File: src/sv/wpi_pkg.sv
// Shared types and constants for the waypoint path interpolator.
// No dependencies; imported by every module of the block.
package wpi_pkg;

  localparam int MAX_WAYPOINTS_DEF = 64;
  localparam int COMP_W            = 32;
  localparam int NCOMP             = 6;    // pos x,y,z then look x,y,z
  localparam int STEP_W            = 23;   // Q7.16 path position
  localparam int FRAC_W            = 16;
  localparam int IDX_W             = STEP_W - FRAC_W;
  localparam int CNT_W             = 7;
  localparam int INC_W             = 16;
  localparam int ENTRY_W           = 6;

  localparam logic [CNT_W-1:0] COUNT_RESET = 7'd1;
  localparam logic [INC_W-1:0] INC_RESET   = 16'd3277;

  localparam logic OP_LOAD    = 1'b0;
  localparam logic OP_ADVANCE = 1'b1;

  typedef logic [COMP_W-1:0]            comp_t;
  typedef logic [NCOMP-1:0][COMP_W-1:0] vec6_t;
  typedef logic [FRAC_W-1:0]            frac_t;

endpackage

File: src/sv/wpi_lerp.sv
// Shared lerp datapath: one subtractor, one 33x17 multiplier and one rounding
// adder, pipelined over the six components in turn. Depends on wpi_pkg.
module wpi_lerp
  import wpi_pkg::*;
(
  input  logic  clk,
  input  logic  rst,
  input  logic  start,
  input  vec6_t a,
  input  vec6_t b,
  input  frac_t f,
  output logic  done,
  output vec6_t result
);

  localparam logic [2:0] LAST_CNT = 3'(NCOMP + 1);

  logic                 busy;
  logic [2:0]           cnt;
  logic [2:0]           wr_sel;
  logic signed [32:0]   d_reg;
  logic signed [49:0]   prod;
  comp_t                a1;
  comp_t                a2;
  logic signed [49:0]   biased;
  logic signed [33:0]   delta;

  assign wr_sel = cnt - 3'd2;
  assign biased = prod + 50'sd32768;
  assign delta  = 34'(biased >>> FRAC_W);

  always_ff @(posedge clk) begin
    if (rst) begin
      busy <= 1'b0;
      cnt  <= '0;
      done <= 1'b0;
    end else begin
      done <= busy && (cnt == LAST_CNT);
      if (start) begin
        busy <= 1'b1;
        cnt  <= '0;
      end else if (busy) begin
        cnt <= cnt + 3'd1;
        if (cnt == LAST_CNT) begin
          busy <= 1'b0;
        end
      end
    end
  end

  // stage 1: difference, stage 2: product, stage 3: round and add
  always_ff @(posedge clk) begin
    if (busy && cnt < 3'(NCOMP)) begin
      d_reg <= $signed({b[cnt][COMP_W-1], b[cnt]}) - $signed({a[cnt][COMP_W-1], a[cnt]});
      a1    <= a[cnt];
    end
    if (busy && cnt >= 3'd1 && cnt <= 3'(NCOMP)) begin
      prod <= 50'(d_reg * $signed({1'b0, f}));
      a2   <= a1;
    end
    if (busy && cnt >= 3'd2) begin
      result[wr_sel] <= a2 + delta[COMP_W-1:0];
    end
  end

endmodule

File: config.mk
export PLATFORM = sky130hd
export DESIGN_NAME = wpi_lerp
export DESIGN_NICKNAME = d
export VERILOG_FILES = /design/src/sv/wpi_pkg.sv /design/src/sv/wpi_lerp.sv
export SDC_FILE = /design/constraint.sdc
export NUM_CORES = 2
export LEC_CHECK = 0
export BUFFER_PORTS_ARGS = -buffer_cell sky130_fd_sc_hd__buf_2
export CELL_PAD_IN_SITES_DETAIL_PLACEMENT = 0
export CELL_PAD_IN_SITES_GLOBAL_PLACEMENT = 1
export CORE_AREA = 5 5 344 346
export DETAILED_ROUTE_END_ITERATION = 12
export DIE_AREA = 0 0 349 351
export HOLD_SLACK_MARGIN = 0.08
export PLACE_DENSITY = 0.63
export SLEW_MARGIN = 5
export SYNTH_ARGS = -nofsm -noshare
export SYNTH_HDL_FRONTEND = slang
export SYNTH_SLANG_ARGS = --single-unit
File: constraint.sdc
create_clock -name clk -period 20.8 [get_ports clk]
set_input_delay 4.16 -clock clk [delete_from_list [all_inputs] [get_ports clk]]
set_output_delay 4.16 -clock clk [all_outputs]
set_load 0.01 [all_outputs]
==> results.md <==
- The final core area utilization is 0.347.
- Setup repair after global routing left no endpoint under its margin.
- Among the stages of the critical path, the cell type that occurs most often is fa_1.
- The total nets after synthesis is 4432.
- The register with the most flip-flops in the layout has 192 of them.
- The H-tree generated during clock tree synthesis spans 2 levels.
- The worst hold path belongs to the class reg2reg.
- The global-route usage over all layers is 0.206.
- Buffers placed on the I/O ports in this run total 595.
- The startpoint type of the worst setup path is an input pin.
- The critical path goes through buf_2, and2_1, fa_1, inv_1, fa_1, fa_1, fa_1, inv_1, fa_1, inv_1, fa_1, inv_1, ha_1, nand2_1, nor2_1, o311a_1, o21ai_0, a31o_2, a21oi_1, o21ai_0, a311oi_2, and4_1, nor3_1.
- In this run, post-CTS repair resized a total of 0 instances.
- The setup TNS is 0 ps.
- The number of nets in the layout is 4954.
- The signed area change from the synthesized netlist to the final layout is 17.1%.
- The count of maximum capacitance violations is 0.
- Summing every instance area after synthesis gives 34100 um2.
- In this run, CTS created clock tree buffers numbering 36.
- The routed layout has 25900 vias.
- Routability-driven placement finished with a final weighted congestion of 0.912.
- In the final routed layout, each cell accounts on average for 23.6 um.
- Counting every instance in the synthesized netlist gives 3359.
- The floorplan step defined a core boundary enclosing 115000 um2.
- Data on the critical path arrives at its endpoint at 11210 ps.
- Clock tree synthesis found a total of 327 sinks.
- A synthesized cell averages 10.2 um2.
- The proportion of synthesized flip-flops having asynchronous set or reset is 0.
- The clock latency of the later-clocked register in the worst-skew pair is 570 ps.
- The number of design-rule violations left by the first detailed-router iteration is 1977.
- The first global-routing pass estimated 186000 um of wire.
- The number of global-route vias before repair is 26900.
- The clock transition time at the flip-flop clock pins of the worst setup and hold paths is 60 ps.
- The commonest register cell after synthesis is edfxtp_1.
- The warning count from the yosys run is 0.
- The number of antenna violations at the first check in global routing came to 48.
- The minimum clock period is 10910 ps.
- The total overflow left after global routing is 0.
- The count of endpoints failing hold in the final timing report is 0.
- Detailed placement finished with a half-perimeter wire length of 105000 um.
- Synthesis instantiated 68 different standard cells from the library.
- In the layout the commonest cells are 625 x inv_1, 595 x buf_2, 491 x fa_1.
- The floorplan step defined a die boundary enclosing 122000 um2.
- The library cell with the largest summed area after synthesis is fa_1.
- The worst setup path is of the in2reg kind.
- The number of buffers added to fix hold violations after cts is 0.
- The run finished with clean final reports.
- Before antenna repair, the detailed router went through 5 iterations.
- Row generation in the floorplan step produced 125 rows.
- The clock tree skew after final layout is 30.4 ps.
- The largest individual stage delay along the critical path comes from the cell fa_1.
- At the pin with the least slew margin, the transition time is 1340 ps.
- In this run the horizontal extent of the chip is 349 um.
- The initial cell density of the core is 0.297.
- In this run, synthesis produced a sequential element count of 327.
- Summed over all layers, the routed wires come to 129000 um.
- The ratio of final minimum period to clock period is 0.525.
- For the worst setup path, the data required time is 21100 ps.
- The worst slew margin relative to its limit is 0.105.
- For this design the top-level I/O count stands at 596.
- The worst setup path is captured at a flop.
- The chip height is 351 um.
- The TritonCTS clock tree is built.
- Buffers added to address setup during post-CTS repair amount to 0.
- Timing would allow up to 91.7 MHz.
- The share of synthesized area in the top cell type comes to 0.288.
- Entering global routing, the biggest net connects 114 pins.
- The count of final max-slew check failures is 0.
- In this run the clock root is driven by a clkbuf_16.
- The remaining antenna violation count is 0.
- After detailed routing, the number of remaining DRC violations is 0.
- No sink is reached through more buffers than the 3 on the longest clock path.
- The count of flip-flops with a built-in enable after synthesis is 322.
- The ratio of cells with drive above 1 in the final layout is 0.180.
- The most common cell after layout, fill and taps aside is inv_1.
- The register area share after synthesis is 0.286.
- The setup violation total in the final timing report is 0.
- In this design, the stage delay of the slowest critical-path cell is 560 ps.
- The largest fanout on the critical path is 33.
- Using the TritonRoute via totals, the vias-per-cell ratio works out to 4.75.
- Sorting the synthesized cells by area gives the leading types as fa_1 29%, edfxtp_1 28%, inv_1 6.9%.
Yosys cell counts, types with 5 or more instances:
| library cell | n |
|---|---|
| nand2b_1 | 11 |
| and3_1 | 20 |
| ha_1 | 179 |
| mux2i_1 | 130 |
| edfxtp_1 | 322 |
| inv_1 | 625 |
| and2_1 | 235 |
| dfxtp_1 | 5 |
| buf_1 | 15 |
| o21bai_1 | 12 |
| a21oi_1 | 131 |
| clkbuf_1 | 129 |
| a31oi_1 | 9 |
| nor3_1 | 17 |
| o211ai_1 | 37 |
| nor2b_1 | 11 |
| o21ai_0 | 105 |
| nor2_1 | 128 |
| nand4_1 | 8 |
| xor2_1 | 36 |
| and4_1 | 5 |
| o21a_1 | 8 |
| xnor2_1 | 93 |
| fa_1 | 491 |
| a211oi_1 | 39 |
| nand2_1 | 413 |
| a21o_1 | 40 |
| nand3_1 | 36 |
metal layers:
layer,global-route usage,vias to the layer above,part of all wire
met4,0.0456,4,0.028
met2,0.358,866,0.50
met3,0.0321,171,0.063
li1,-,11800,-
met1,0.271,13100,0.41
met5,0,-,0.00016
stage by stage:
step / setup slack, ps / hold slack, ps / area [um2] / std cells
2_1_floorplan: 10960 / 400 / 34100 / 3359
3_3_place_gp: 9250 / 401 / 38800 / 5367
3_5_place_dp: 9230 / 405 / 38800 / 5367
4_1_cts: 9870 / 419 / 39900 / 5432
5_1_grt: 9590 / 421 / 39900 / 5438
6_report: 9890 / 417 / 40000 / 5451
area by class of cell:
type | instances | area (um2)
sequential | 327 | 9780
tap | 1524 | 1910
inverter | 625 | 2350
clock buffer | 45 | 935
fill | 11900 | 75100
clock inverter | 20 | 159
multi-input combinational | 2262 | 21500
antenna | 19 | 47.5
timing repair buffer | 629 | 3260
critical path: cells and delay by family:
kind / cells / cell delay, ps
simple gates: 5 / 880
buf+inv: 5 / 530
compound gates: 6 / 2230
fa+ha+maj: 7 / 3330
worst paths after layout:
| path | start | to | slack (ps) | cells after the start |
|---|---|---|---|---|
| setup reg to reg | d_reg[10] | prod[47] | 13160 | 22 |
| setup / recovery | f[2] | prod[47] | 9890 | 23 |
| hold reg to reg | a1[27] | a2[27] | 420 | 0 |
| hold / removal | a1[27] | a2[27] | 420 | 0 |
cells by family (layout without fill, tap and decap cells):
| kind of cell | count (synthesis) | in the layout | synth area share |
|---|---|---|---|
| DFF | 327 | 327 | 0.286 |
| xor gates and xnor gates | 129 | 129 | 0.0331 |
| adders and majority gates | 670 | 670 | 0.353 |
| other | 0 | 19 | 0 |
| AOI/OAI and AO/OA | 435 | 435 | 0.0805 |
| muxes | 132 | 132 | 0.0388 |
| and+or+nand+nor | 896 | 896 | 0.123 |
| buffers and inverters | 770 | 1319 | 0.0847 |
Power is not shown: default switching activity piles up to over one toggle a cycle in this logic, so the estimate is an artifact.
